[src/hw/rtl/sdoc_pkg.sv]
// Shared types and constants of the expedited SDO client.
// No dependencies; imported by the top level and by the front and back parts.
`timescale 1ns / 1ps

package sdoc_pkg;

	localparam int QUEUE_DEPTH_DEF = 2;

	localparam logic [10:0] TX_BASE    = 11'h600;
	localparam logic [10:0] RX_BASE    = 11'h580;
	localparam logic [7:0]  CCS_UPLOAD = 8'h40;
	localparam logic [7:0]  CLASS_MASK = 8'hE0;
	localparam logic [7:0]  EXP_BIT    = 8'h02;
	localparam logic [7:0]  SIZE_BIT   = 8'h01;
	localparam logic [7:0]  DL_CMD     = 8'h23;
	localparam logic [7:0]  DL_ACK     = 8'h60;
	localparam logic [23:0] TIMEOUT_RST = 24'd100000;
	localparam logic [23:0] TICKS_MAX   = 24'hFFFFFF;

	localparam logic REG_BUS_ON  = 1'b0;
	localparam logic REG_TIMEOUT = 1'b1;

	typedef enum logic [1:0] {
		CMD_UPLOAD   = 2'd0,
		CMD_DOWNLOAD = 2'd1,
		CMD_FRAME    = 2'd2,
		CMD_TICK     = 2'd3
	} cmd_t;

	typedef enum logic [2:0] {
		ST_OK      = 3'd0,
		ST_BUS     = 3'd1,
		ST_SIZE    = 3'd2,
		ST_BADRESP = 3'd3,
		ST_NOTEXP  = 3'd4,
		ST_TIMEOUT = 3'd5,
		ST_BUSY    = 3'd6
	} status_t;

	typedef enum logic [1:0] {
		PH_IDLE     = 2'd0,
		PH_UPLOAD   = 2'd1,
		PH_DOWNLOAD = 2'd2
	} phase_t;

	typedef struct packed {
		cmd_t        cmd;
		logic        size_ok;
		logic [10:0] tx_id;
		logic [10:0] exp_id;
		logic [63:0] frame;
		logic        rx_hi_zero;
		logic [10:0] rx_lo;
		logic        dl_ack;
		logic        up_class_ok;
		logic        up_exp;
		logic [31:0] up_value;
		logic [2:0]  up_size;
	} item_t;

	typedef struct packed {
		logic        tx_valid;
		logic [10:0] tx_id;
		logic [63:0] tx_data;
		logic        done_res;
		status_t     status;
		logic [31:0] read_value;
		logic [2:0]  read_size;
	} result_t;

endpackage

[src/hw/rtl/canopen_sdo_expedited_client.sv]
// Top level of the expedited SDO client: front classifier, back executor.
// Depends on sdoc_pkg, sdoc_front and sdoc_back.
`timescale 1ns / 1ps

// Words (start upload, start download, received frame, tick) enter through a
// queue-style push/full port and land in a QUEUE_DEPTH-entry queue after being
// classified and packed. The back part takes one word per cycle while its result
// queue is not full, updates the transfer state in that cycle and writes any
// result into its own QUEUE_DEPTH-entry result queue, read through empty/pop.
// Sustained rate is one word per clock while the result queue has room; a
// word's result, once taken from the front queue, is popped from the result
// queue. Registers bus_on (index 0) and timeout_ticks (index 1) are written
// through wr_en, wr_index and wr_data, and are to be changed only while the
// block is idle.

module canopen_sdo_expedited_client import sdoc_pkg::*; #(
	parameter int QUEUE_DEPTH = QUEUE_DEPTH_DEF
) (
	input  logic        clk,
	input  logic        arst_n,
	input  logic        push,
	output logic        full,
	input  logic [1:0]  command,
	input  logic [6:0]  server_node,
	input  logic [15:0] object_index,
	input  logic [7:0]  object_subindex,
	input  logic [31:0] write_value,
	input  logic [3:0]  write_size,
	input  logic [28:0] rx_id,
	input  logic [63:0] rx_data,
	output logic        empty,
	input  logic        pop,
	output logic        tx_valid,
	output logic [10:0] tx_id,
	output logic [63:0] tx_data,
	output logic        done_res,
	output logic [2:0]  status,
	output logic [31:0] read_value,
	output logic [2:0]  read_size,
	input  logic        wr_en,
	input  logic        wr_index,
	input  logic [23:0] wr_data
);

	item_t   item;
	logic    item_valid;
	logic    item_take;
	result_t res_head;

	sdoc_front #(
		.DEPTH(QUEUE_DEPTH)
	) u_front (
		.clk            (clk),
		.arst_n         (arst_n),
		.push           (push),
		.full           (full),
		.command        (command),
		.server_node    (server_node),
		.object_index   (object_index),
		.object_subindex(object_subindex),
		.write_value    (write_value),
		.write_size     (write_size),
		.rx_id          (rx_id),
		.rx_data        (rx_data),
		.item_valid     (item_valid),
		.item           (item),
		.item_take      (item_take)
	);

	sdoc_back #(
		.DEPTH(QUEUE_DEPTH)
	) u_back (
		.clk       (clk),
		.arst_n    (arst_n),
		.item_valid(item_valid),
		.item      (item),
		.item_take (item_take),
		.wr_en     (wr_en),
		.wr_index  (wr_index),
		.wr_data   (wr_data),
		.res_head  (res_head),
		.res_empty (empty),
		.res_pop   (pop)
	);

	assign tx_valid   = res_head.tx_valid;
	assign tx_id      = res_head.tx_id;
	assign tx_data    = res_head.tx_data;
	assign done_res   = res_head.done_res;
	assign status     = res_head.status;
	assign read_value = res_head.read_value;
	assign read_size  = res_head.read_size;

endmodule

[src/hw/rtl/sdoc_fifo.sv]
// Small first-in first-out queue of fixed-width words.
// No dependencies; used by the front and back parts.
`timescale 1ns / 1ps

module sdoc_fifo #(
	parameter int WIDTH = 1,
	parameter int DEPTH = 2
) (
	input  logic             clk,
	input  logic             arst_n,
	input  logic             push,
	input  logic [WIDTH-1:0] din,
	output logic             full,
	input  logic             pop,
	output logic [WIDTH-1:0] dout,
	output logic             empty
);

	localparam int PW = $clog2(DEPTH);
	localparam int CW = $clog2(DEPTH + 1);

	logic [WIDTH-1:0] mem [DEPTH];
	logic [PW-1:0]    wr_ptr_q;
	logic [PW-1:0]    rd_ptr_q;
	logic [CW-1:0]    count_q;
	logic             do_push;
	logic             do_pop;

	assign full    = (count_q == CW'(DEPTH));
	assign empty   = (count_q == '0);
	assign do_push = push && !full;
	assign do_pop  = pop && !empty;
	assign dout    = mem[rd_ptr_q];

	always_ff @(posedge clk) begin
		if (do_push) begin
			mem[wr_ptr_q] <= din;
		end
	end

	always_ff @(posedge clk or negedge arst_n) begin
		if (!arst_n) begin
			wr_ptr_q <= '0;
			rd_ptr_q <= '0;
			count_q  <= '0;
		end else begin
			if (do_push) begin
				wr_ptr_q <= (wr_ptr_q == PW'(DEPTH - 1)) ? '0 : wr_ptr_q + PW'(1);
			end
			if (do_pop) begin
				rd_ptr_q <= (rd_ptr_q == PW'(DEPTH - 1)) ? '0 : rd_ptr_q + PW'(1);
			end
			if (do_push && !do_pop) begin
				count_q <= count_q + CW'(1);
			end else if (do_pop && !do_push) begin
				count_q <= count_q - CW'(1);
			end
		end
	end

endmodule

[src/hw/rtl/sdoc_front.sv]
// Front part: classifies each accepted word and packs request frames.
// Depends on sdoc_pkg and sdoc_fifo.
`timescale 1ns / 1ps

module sdoc_front import sdoc_pkg::*; #(
	parameter int DEPTH = QUEUE_DEPTH_DEF
) (
	input  logic        clk,
	input  logic        arst_n,
	input  logic        push,
	output logic        full,
	input  logic [1:0]  command,
	input  logic [6:0]  server_node,
	input  logic [15:0] object_index,
	input  logic [7:0]  object_subindex,
	input  logic [31:0] write_value,
	input  logic [3:0]  write_size,
	input  logic [28:0] rx_id,
	input  logic [63:0] rx_data,
	output logic        item_valid,
	output item_t       item,
	input  logic        item_take
);

	item_t       cls;
	logic [31:0] wr_mask;
	logic [1:0]  unused;
	logic [7:0]  c0;
	logic [2:0]  up_size;
	logic [31:0] up_mask;
	logic        item_empty;

	always_comb begin
		cls     = '0;
		c0      = rx_data[7:0];
		wr_mask = '0;
		up_mask = '0;
		unused  = 2'(3'd4 - write_size[2:0]);
		case (write_size[2:0])
			3'd1:    wr_mask = 32'h0000_00FF;
			3'd2:    wr_mask = 32'h0000_FFFF;
			3'd3:    wr_mask = 32'h00FF_FFFF;
			default: wr_mask = 32'hFFFF_FFFF;
		endcase
		up_size = ((c0 & SIZE_BIT) != '0) ? 3'd4 - {1'b0, c0[3:2]} : 3'd4;
		case (up_size)
			3'd1:    up_mask = 32'h0000_00FF;
			3'd2:    up_mask = 32'h0000_FFFF;
			3'd3:    up_mask = 32'h00FF_FFFF;
			default: up_mask = 32'hFFFF_FFFF;
		endcase
		cls.cmd     = cmd_t'(command);
		cls.size_ok = (write_size != 4'd0) && (write_size <= 4'd4);
		cls.tx_id   = TX_BASE + {4'b0, server_node};
		cls.exp_id  = RX_BASE + {4'b0, server_node};
		if (cmd_t'(command) == CMD_DOWNLOAD) begin
			cls.frame = {write_value & wr_mask, object_subindex, object_index,
				DL_CMD | {4'b0, unused, 2'b00}};
		end else begin
			cls.frame = {32'b0, object_subindex, object_index, CCS_UPLOAD};
		end
		cls.rx_hi_zero  = (rx_id[28:11] == '0);
		cls.rx_lo       = rx_id[10:0];
		cls.dl_ack      = (c0 == DL_ACK);
		cls.up_class_ok = ((c0 & CLASS_MASK) == CCS_UPLOAD);
		cls.up_exp      = ((c0 & EXP_BIT) != '0);
		cls.up_value    = rx_data[63:32] & up_mask;
		cls.up_size     = up_size;
	end

	sdoc_fifo #(
		.WIDTH($bits(item_t)),
		.DEPTH(DEPTH)
	) u_queue (
		.clk   (clk),
		.arst_n(arst_n),
		.push  (push),
		.din   (cls),
		.full  (full),
		.pop   (item_take),
		.dout  (item),
		.empty (item_empty)
	);

	assign item_valid = !item_empty;

endmodule

[src/hw/rtl/sdoc_back.sv]
// Back part: transfer state, timeout count and result queue.
// Depends on sdoc_pkg and sdoc_fifo.
`timescale 1ns / 1ps

module sdoc_back import sdoc_pkg::*; #(
	parameter int DEPTH = QUEUE_DEPTH_DEF
) (
	input  logic        clk,
	input  logic        arst_n,
	input  logic        item_valid,
	input  item_t       item,
	output logic        item_take,
	input  logic        wr_en,
	input  logic        wr_index,
	input  logic [23:0] wr_data,
	output result_t     res_head,
	output logic        res_empty,
	input  logic        res_pop
);

	phase_t      phase_q;
	phase_t      phase_d;
	logic [10:0] exp_id_q;
	logic [10:0] exp_id_d;
	logic [23:0] elapsed_q;
	logic [23:0] elapsed_d;
	logic [23:0] elapsed_inc;
	logic        bus_on_q;
	logic [23:0] timeout_q;
	logic        waiting;
	logic        res_full;
	logic        res_push;
	result_t     res;

	always_ff @(posedge clk or negedge arst_n) begin
		if (!arst_n) begin
			bus_on_q  <= 1'b0;
			timeout_q <= TIMEOUT_RST;
		end else if (wr_en) begin
			case (wr_index)
				REG_BUS_ON:  bus_on_q  <= wr_data[0];
				REG_TIMEOUT: timeout_q <= wr_data;
				default:     timeout_q <= timeout_q;
			endcase
		end
	end

	always_ff @(posedge clk or negedge arst_n) begin
		if (!arst_n) begin
			phase_q   <= PH_IDLE;
			exp_id_q  <= '0;
			elapsed_q <= '0;
		end else begin
			phase_q   <= phase_d;
			exp_id_q  <= exp_id_d;
			elapsed_q <= elapsed_d;
		end
	end

	assign waiting     = (phase_q == PH_UPLOAD) || (phase_q == PH_DOWNLOAD);
	assign elapsed_inc = elapsed_q + {23'b0, (elapsed_q != TICKS_MAX)};

	always_comb begin
		phase_d   = phase_q;
		exp_id_d  = exp_id_q;
		elapsed_d = elapsed_q;
		item_take = 1'b0;
		res_push  = 1'b0;
		res       = '0;
		if (item_valid && !res_full) begin
			item_take = 1'b1;
			case (item.cmd)
				CMD_UPLOAD, CMD_DOWNLOAD: begin
					res_push = 1'b1;
					if (waiting) begin
						res.done_res = 1'b1;
						res.status   = ST_BUSY;
					end else if (!bus_on_q) begin
						res.done_res = 1'b1;
						res.status   = ST_BUS;
					end else if (item.cmd == CMD_DOWNLOAD && !item.size_ok) begin
						res.done_res = 1'b1;
						res.status   = ST_SIZE;
					end else begin
						res.tx_valid = 1'b1;
						res.tx_id    = item.tx_id;
						res.tx_data  = item.frame;
						phase_d      = (item.cmd == CMD_UPLOAD) ? PH_UPLOAD : PH_DOWNLOAD;
						exp_id_d     = item.exp_id;
						elapsed_d    = '0;
					end
				end
				CMD_FRAME, CMD_TICK: begin
					if (!waiting) begin
						phase_d = PH_IDLE;
					end else if (!bus_on_q) begin
						phase_d      = PH_IDLE;
						res_push     = 1'b1;
						res.done_res = 1'b1;
						res.status   = ST_BUS;
					end else if (item.cmd == CMD_FRAME) begin
						if (item.rx_hi_zero && item.rx_lo == exp_id_q) begin
							phase_d      = PH_IDLE;
							res_push     = 1'b1;
							res.done_res = 1'b1;
							if (phase_q == PH_DOWNLOAD) begin
								res.status = item.dl_ack ? ST_OK : ST_BADRESP;
							end else if (!item.up_class_ok) begin
								res.status = ST_BADRESP;
							end else if (!item.up_exp) begin
								res.status = ST_NOTEXP;
							end else begin
								res.status     = ST_OK;
								res.read_value = item.up_value;
								res.read_size  = item.up_size;
							end
						end
					end else begin
						elapsed_d = elapsed_inc;
						if (elapsed_inc >= timeout_q) begin
							phase_d      = PH_IDLE;
							res_push     = 1'b1;
							res.done_res = 1'b1;
							res.status   = ST_TIMEOUT;
						end
					end
				end
				default: begin
					phase_d = phase_q;
				end
			endcase
		end
	end

	sdoc_fifo #(
		.WIDTH($bits(result_t)),
		.DEPTH(DEPTH)
	) u_results (
		.clk   (clk),
		.arst_n(arst_n),
		.push  (res_push),
		.din   (res),
		.full  (res_full),
		.pop   (res_pop),
		.dout  (res_head),
		.empty (res_empty)
	);

endmodule

[config.mk]
export PLATFORM = sky130hd
export DESIGN_NAME = canopen_sdo_expedited_client
export DESIGN_NICKNAME = d
export VERILOG_FILES = /design/src/hw/rtl/sdoc_pkg.sv /design/src/hw/rtl/canopen_sdo_expedited_client.sv /design/src/hw/rtl/sdoc_fifo.sv /design/src/hw/rtl/sdoc_front.sv /design/src/hw/rtl/sdoc_back.sv
export SDC_FILE = /design/constraint.sdc
export NUM_CORES = 1
export LEC_CHECK = 0
export ABC_AREA = 0
export BUFFER_PORTS_ARGS = -buffer_cell sky130_fd_sc_hd__buf_2
export CAP_MARGIN = 5
export CORE_ASPECT_RATIO = 1.2
export CORE_MARGIN = 2
export CORE_UTILIZATION = 52
export CTS_CLUSTER_SIZE = 30
export DETAILED_ROUTE_END_ITERATION = 7
export GPL_TIMING_DRIVEN = 0
export PLACE_DENSITY = 0.76
export SLEW_MARGIN = 20
export SYNTH_ARGS = -nofsm -noshare
export SYNTH_HDL_FRONTEND = slang
export SYNTH_SLANG_ARGS = --single-unit
[constraint.sdc]
create_clock -name clk -period 11.35 [get_ports clk]
set_clock_uncertainty 0.15 [all_clocks]
set_input_delay 1.135 -clock clk [delete_from_list [all_inputs] [get_ports clk]]
set_output_delay 1.135 -clock clk [all_outputs]
set_load 0.03 [all_outputs]
==> out/results.tsv, run 1 <==
stage	metric	value	unit
final_layout	Nets	1934	
synthesis	mux cell area share after synthesis	0.126	
synthesis	syn_area_per_cell	15.8	µm²
global_route	total gr overflow	0	
sta	period utilization	0.581	
synthesis	Compound-Gate Fraction of Synth Area	0.0285	
routing	routed wl met3	2340	µm
power_and_ir_drop	Tot Pwr	7.10	mW
die	core footprint	40600	µm²
sta	Slew Viols, Final	0	
synthesis	Post-Synthesis Cell Area	21300	µm²
clock_network	Clock Path Buffers	3	
synthesis	simple-gate share of the synthesized area	0.0716	
clock_network	setup bufs post-CTS	0	
sta	TNS Setup	0	ns
routing	Starting DRT DRC Count	666	
setup_path	CP Launch Type	flop	
placed_design	detailed placer's ending HPWL	31400	µm
sta	Hold Vio Cnt, Final	0	
routing	TritonRoute pass-1 iters	5	
sta	RSZ-0062 raised after global routing	no	
clock_network	H-tree lvl count	2	
power_and_ir_drop	reported leakage power	10.0	nW
final_layout	layout cell share with drive strength beyond 1	0.316	
clock_network	cts repair resizes	0	
global_route	initial antenna violation count	9	
synthesis	number of synthesized flops with an enable pin	454	
synthesis	main area contributors after synthesis	edfxtp_1 64%, dfrtp_1 7.2%, mux2_2 7.1%	
die	Initial Util	0.525	
setup_path	required time worst endpoint	11.48	ns
worst_hold_path	worst hold path type	primary input to async pin	
synthesis	Synth Flop Type	edfxtp_1	
routing	ANT nets after route	0	
synthesis	ys async rst share	0.129	
die	Total Die Area	42700	µm²
sta	Max Freq	152	MHz
sta	Fin Hold WS	0.312	ns
power_and_ir_drop	worst vdd ir	0.000178	V
clock_network	CTS tree	done	
final_layout	fillers	2940	
placed_design	Port Buf Inserts	280	
setup_path	Worst path max stage delay	0.64	ns
global_route	Total GRT Usage	0.206	
setup_path	WP data arrival	6.73	ns
clock_network	Clock Tree Root	clkbuf_16	
die	FP Rows	81	
routing	met1 WL	18000	µm
sta	worst relative slew slack	0.301	
global_route	largest net degree at the start of global routing	46	
clock_network	clock insertion delay at the later pin of the skew report	0.58	ns
sta	Slew @ Worst Pin	1.04	ns
global_route	vias in the first global route	12590	
placed_design	routability cong.	0.839	
final_layout	area growth from synthesis to final layout	20.2	%
routing	met2 wire len	23100	µm
clock_network	hold_buf cts	0	
clock_network	Sink Count	521	
setup_path	CP Cell Sequence	clkbuf_1 > and4_1 > nand3_1 > nor2_1 > nand2_1 > ha_1 > ha_1 > nand3_1 > nor4_2 > nand3_1 > xnor2_1 > ha_1 > nand4_1 > nor4_1 > nand4_1 > o211ai_1 > a21oi_1 > a211oi_4 > buf_6 > buf_8 > buf_8 > buf_8 > buf_6	
clock_network	clock-pin transition on the worst setup and hold timing paths	0.06	ns
synthesis	main combinational cell family by area after synthesis	multiplexers	
sta	Final Setup Violations	0	
final_layout	Final Non-Filler Cells	2294	
final_layout	commonest cells after routing, fill and taps aside	454 x edfxtp_1, 286 x buf_2, 143 x nor2_1, 134 x mux2_2, 115 x mux2i_1	
setup_path	critical path type	flop to flop	
sta	crit path time final	6.60	ns
setup_path	CP max FO	12	
placed_design	Placed Cells	2197	
clock_network	TritonCTS buffer count	49	
synthesis	Post-Synth XOR/XNOR Area	0.0168	
placed_design	dpl cell area	24000	µm²
synthesis	Yosys top cell by area	edfxtp_1	
routing	routed vias/inst	5.34	
setup_path	FF-to-FF path depth	23	
synthesis	FF+latch count, synth	521	
setup_path	slowest stage cell on the critical path	nor4_2	
routing	final WL	44900	µm
routing	wire per inst	19.6	µm
synthesis	Post-Synthesis Cells	1349	
power_and_ir_drop	PD cells	277	nW/µm²
final_layout	post-layout instance area	25700	µm²
global_route	global-route wire length before repair	67400	µm
die	Ports	309	
synthesis	Seq/Total Area, Yosys	0.718	
setup_path	critical path endpoint category	flop	
synthesis	post-synth top area share	0.639	
routing	# DRC	0	
routing	top routing layer used	met5	
job	max cap viols	0	
final_layout	commonest non-fill, non-tap cell in the layout	edfxtp_1	
synthesis	warnings from Yosys	0	
run_status	status	finished, final reports clean	
die	Die H	226	µm
routing	via count	12247	
synthesis	Synth cell types	60	
die	DIE WIDTH	189	µm
synthesis	Synth Area in Adders	0.0193	
[registers in the layout (all words and copies together), names as in the netlist, 2 cells and up]
| register | cells |
|---|---|
| u_back.u_results.count_q | 2 |
| u_front.u_queue.count_q | 2 |
| u_back.u_results.mem | 214 |
| u_back.elapsed_q | 24 |
| u_back.phase_q | 2 |
| u_front.u_queue.mem | 240 |
| u_back.exp_id_q | 8 |
| u_back.timeout_q | 24 |
[worst max-delay path, delay by kind of cell, from the launching register on]
kind	cells	cell delay [ns]
AND/OR/NAND/NOR	10	2.37
adder cells (fa/ha/maj)	3	0.69
buffers and inverters	6	1.11
flip-flops	1	0.35
AO/OA/AOI/OAI	3	1.42
XOR/XNOR	1	0.18
[cells by family (layout without fill, tap and decap cells)]
group	after synthesis	after routing
AO/OA/AOI/OAI	92	92
XOR/XNOR	41	41
adder cells (fa/ha/maj)	33	33
buffers and inverters	101	498
flip-flops	521	521
multiplexers	250	250
other	1	10
AND/OR/NAND/NOR	310	310
[cells in the mapped netlist (all sizes together) (23+ instances only)]
cell / number
mux2: 134
nor2: 144
ha: 33
mux2i: 115
and2: 45
nand2: 23
clkbuf: 32
xnor2: 28
dfrtp: 61
edfxtp: 454
o21ai: 23
inv: 42
buf: 27
[per-stage QoR]
| stage | setup slack [ns] | util |
|---|---|---|
| floorplan | 1.82 | - |
| global placement | -2.38 | 0.577 |
| detailed placement | 4.55 | 0.590 |
| CTS | 4.51 | 0.631 |
| global route | 4.28 | 0.631 |
| finish | 4.75 | 0.631 |
[layout make-up]
type | instances | area, µm² | area share
diodes | 6 | 15.0 | 0.000585
plain buffers | 59 | 277 | 0.0108
clock buffers | 55 | 1250 | 0.0487
clock inverters | 36 | 398 | 0.0155
inverters | 42 | 158 | 0.00615
multi-input cells | 730 | 5650 | 0.220
flip-flops and latches | 521 | 15300 | 0.597
well taps | 539 | 674 | 0.0263
repair buffers | 306 | 1920 | 0.0748
[worst paths after layout]
path	startpoint	end	slack, ns
min reg2reg	u_back.exp_id_q[4]$_DFFE_PN0P_	u_back.exp_id_q[4]$_DFFE_PN0P_	0.35
max	u_back.elapsed_q[16]$_DFFE_PN0P_	u_back.u_results.mem[1][70]$_DFFE_PP_	4.75
max reg2reg	u_back.elapsed_q[16]$_DFFE_PN0P_	u_back.u_results.mem[1][70]$_DFFE_PP_	4.75
max in group asynchronous	arst_n	u_back.timeout_q[16]$_DFFE_PN1P_	10.14
min	arst_n	u_back.elapsed_q[7]$_DFFE_PN0P_	0.31
min in group clk	u_back.exp_id_q[4]$_DFFE_PN0P_	u_back.exp_id_q[4]$_DFFE_PN0P_	0.35
[metal layers]
metal  up-vias  GRT usage
met5         -          0
met4         6     0.0781
met3        83     0.0326
met2       373      0.363
met1      6045      0.257
li1       5740          -
[power breakdown]
part	internal [mW]	switching (mW)
logic	0.917	1.60
registers	2.77	0.150
clock network	0.961	0.706
total	4.64	2.46
(Power assumes the default switching activity.)
==> inputs of run 2 (changes only) <==
--- a/config.mk
+++ b/config.mk
@@ -10,11 +10,11 @@
 export CAP_MARGIN = 5
 export CORE_ASPECT_RATIO = 1.2
 export CORE_MARGIN = 2
-export CORE_UTILIZATION = 52
+export CORE_UTILIZATION = 57
 export CTS_CLUSTER_SIZE = 30
 export DETAILED_ROUTE_END_ITERATION = 7
 export GPL_TIMING_DRIVEN = 0
-export PLACE_DENSITY = 0.76
+export PLACE_DENSITY = 0.8
 export SLEW_MARGIN = 20
 export SYNTH_ARGS = -nofsm -noshare
 export SYNTH_HDL_FRONTEND = slang
==> constraint.sdc (replaced) <==
create_clock -name clk -period 6.1 [get_ports clk]
set_clock_uncertainty 0.15 [all_clocks]
set_input_delay 0.61 -clock clk [delete_from_list [all_inputs] [get_ports clk]]
set_output_delay 0.61 -clock clk [all_outputs]
set_load 0.03 [all_outputs]
==> run 2 against run 1 <==
Compared with the run above:
- die area decreased by 8.6%
- critical path depth decreased by 3
- via count increased by 1.2%
- largest cell class unchanged
- worst setup slack got worse by 4.2 ns
==> out/results.tsv, run 2 (synthesized netlist as in run 1, its figures left out) <==
stage	metric	value	unit	change
power_and_ir_drop	reported leakage power	10.0	nW	+0.16%
sta	Slew Viols, Final	0		unchanged
clock_network	clock insertion delay at the later pin of the skew report	0.58	ns	about the same
clock_network	CTS tree	done		
die	FP Rows	77		-4.9%
final_layout	Top reg by flops	u_front.u_queue.mem		
power_and_ir_drop	worst vdd ir	0.000398	V	+120%
routing	routed wl met3	2530	µm	+7.9%
setup_path	WP data arrival	5.63	ns	-1.10 ns
final_layout	Storage cell area	15300	µm²	unchanged
setup_path	Crit Reg-Reg Endpoint	u_back.u_results.mem[0][64]$_DFFE_PP_		
clock_network	TritonCTS buffer count	48		-2.0%
worst_hold_path	worst hold path type	primary input to flop		
final_layout	biggest regs	u_front.u_queue.mem: 240 flops, u_back.u_results.mem: 214 flops		
routing	final WL	44900	µm	+0.18%
sta	crit path time final	5.50	ns	-1.09 ns
routing	routed vias/inst	5.55		+4.0%
routing	Starting DRT DRC Count	703		+5.6%
clock_network	Clock Tree Root	clkbuf_16		
sta	period utilization	0.902		+0.321
die	DIE WIDTH	181	µm	-4.4%
die	Total Die Area	39000	µm²	-8.6%
die	Die H	216	µm	-4.4%
final_layout	commonest cells after routing, fill and taps aside	454 x edfxtp_1, 286 x buf_2, 141 x nor2_1, 134 x mux2_2, 115 x mux2i_1		
sta	Max Freq	182	MHz	+20%
setup_path	required time worst endpoint	6.23	ns	-5.25 ns
sta	Hold Vio Cnt, Final	0		unchanged
die	core footprint	36900	µm²	-9.2%
placed_design	Port Buf Inserts	280		unchanged
final_layout	commonest non-fill, non-tap cell in the layout	edfxtp_1		
global_route	global-route wire length before repair	68100	µm	+1.0%
placed_design	pre-CTS setup slack	0.125	ns	-4.42 ns
routing	met2 wire len	23000	µm	-0.24%
sta	final worst slack	0.598	ns	-4.16 ns
setup_path	crit path launch	u_back.elapsed_q[4]$_DFFE_PN0P_		
routing	top routing layer used	met5		
global_route	initial antenna violation count	9		unchanged
global_route	total gr overflow	0		unchanged
placed_design	detailed placer's ending HPWL	30700	µm	-2.2%
die	Initial Util	0.579		+0.0533
job	max cap viols	0		unchanged
routing	via count	12391		+1.2%
setup_path	critical path type	flop to flop		
final_layout	post-layout instance area	25600	µm²	-0.13%
power_and_ir_drop	PD cells	513	nW/µm²	+85%
final_layout	fillers	2384		-19%
routing	# DRC	0		unchanged
sta	Slew @ Worst Pin	1.02	ns	-0.0195 ns
global_route	largest net degree at the start of global routing	53		+15%
routing	met1 WL	17700	µm	-1.5%
placed_design	routability cong.	0.845		+0.64%
setup_path	CP max FO	19		+7
setup_path	reg-to-reg startpoint	u_back.elapsed_q[4]$_DFFE_PN0P_		
placed_design	Placed Cells	2128		-3.1%
setup_path	Critical Path End	u_back.u_results.mem[0][64]$_DFFE_PP_		
clock_network	clock-pin transition on the worst setup and hold timing paths	0.06	ns	about the same
global_route	vias in the first global route	12828		+1.9%
final_layout	layout cell share with drive strength beyond 1	0.317		+0.000962
sta	worst relative slew slack	0.319		+0.0183
final_layout	area occupied by multi-input gates	5730	µm²	+1.4%
sta	Final Setup Violations	0		unchanged
routing	ANT nets after route	0		unchanged
placed_design	dpl cell area	23900	µm²	-0.20%
worst_hold_path	WHS Path Cells	1		
die	Ports	309		unchanged
clock_network	H-tree lvl count	2		unchanged
setup_path	FF-to-FF path depth	20		-13%
setup_path	CP Launch Type	flop		
setup_path	critical path endpoint category	flop		
clock_network	Sink Count	521		unchanged
clock_network	Clock Path Buffers	3		unchanged
run_status	status	finished, final reports clean		
sta	Fin Hold WS	0.0721	ns	-0.240 ns
global_route	Total GRT Usage	0.227		+0.0205
sta	RSZ-0062 raised after global routing	no		
routing	wire per inst	20.1	µm	+3.0%
final_layout	Final Non-Filler Cells	2231		-2.7%
final_layout	area growth from synthesis to final layout	20.0	%	
final_layout	max FFs per register	240		unchanged
clock_network	cts repair resizes	0		unchanged
final_layout	Nets	1937		+0.16%
routing	TritonRoute pass-1 iters	5		unchanged
setup_path	R2R setup slack	0.60	ns	-4.16 ns
run 2: per-stage QoR:
step	utilization	total power [mW]	setup TNS, ns
3_5_place_dp	0.649	10.2	0
5_1_grt	0.694	13.7	0
3_3_place_gp	0.636	9.86	-477.52
4_1_cts	0.692	13.2	0
6_report	0.694	13.1	0
2_1_floorplan	-	8.62	-56.50
run 2: layer usage:
layer / vias to the layer above / global-route usage
met5: - / 0
met3: 95 / 0.0371
li1: 5742 / -
met1: 6106 / 0.281
met2: 444 / 0.394
met4: 4 / 0.101
run 2: how the worst min path moves through the flow:
stage / from / endpoint
4_1_cts: rx_id[2] / u_front.u_queue.mem[0][40]$_DFFE_PP_
6_report: server_node[4] / u_front.u_queue.mem[0][129]$_DFFE_PP_
3_3_place_gp: u_back.exp_id_q[4]$_DFFE_PN0P_ / u_back.exp_id_q[4]$_DFFE_PN0P_
5_1_grt: rx_id[7] / u_front.u_queue.mem[0][45]$_DFFE_PP_
3_5_place_dp: u_back.exp_id_q[5]$_DFFE_PN0P_ / u_back.exp_id_q[5]$_DFFE_PN0P_
2_1_floorplan: arst_n / u_back.bus_on_q$_DFFE_PN0P_
run 2: report_power, final:
group	total, mW	internal [mW]	switching, mW
combinational	4.66	1.69	2.97
sequential	5.44	5.15	0.289
clock	3.05	1.78	1.27
run 2: timing repair:
item | 4_1_cts | 5_1_grt
endpoints found under the setup margin | 0 | 115
hold endpoints to repair | 27 | 0
hold buffers | 1 | 0
buffers inserted | 0 | 7
run 2: area by class of cell:
| class | count | area share |
|---|---|---|
| Timing Repair Buffer | 310 | 0.0751 |
| Antenna cell | 7 | 0.000684 |
| Tap cell | 474 | 0.0231 |
| Multi-Input combinational cell | 730 | 0.224 |
| Buffer | 59 | 0.0112 |
| Inverter | 42 | 0.00615 |
| Clock inverter | 25 | 0.0125 |
| Sequential cell | 521 | 0.598 |
| Clock buffer | 63 | 0.0499 |
run 2: worst max-delay path, cell delays in order, from the launching register on:
cell and delay [ns]:
dfrtp_1 0.39, clkbuf_2 0.17, nand4_1 0.26, nor4_1 0.08
nand2_1 0.10, ha_2 0.21, nand4_1 0.22, or2_4 0.34
nor2_4 0.22, nand3_1 0.17, xnor2_1 0.17, ha_1 0.32
nand4_1 0.17, nor4_2 0.34, nand4_1 0.12, o211ai_1 0.44
a21oi_2 0.23, a21boi_4 0.50, buf_16 0.24, buf_16 0.17
buf_16 0.16
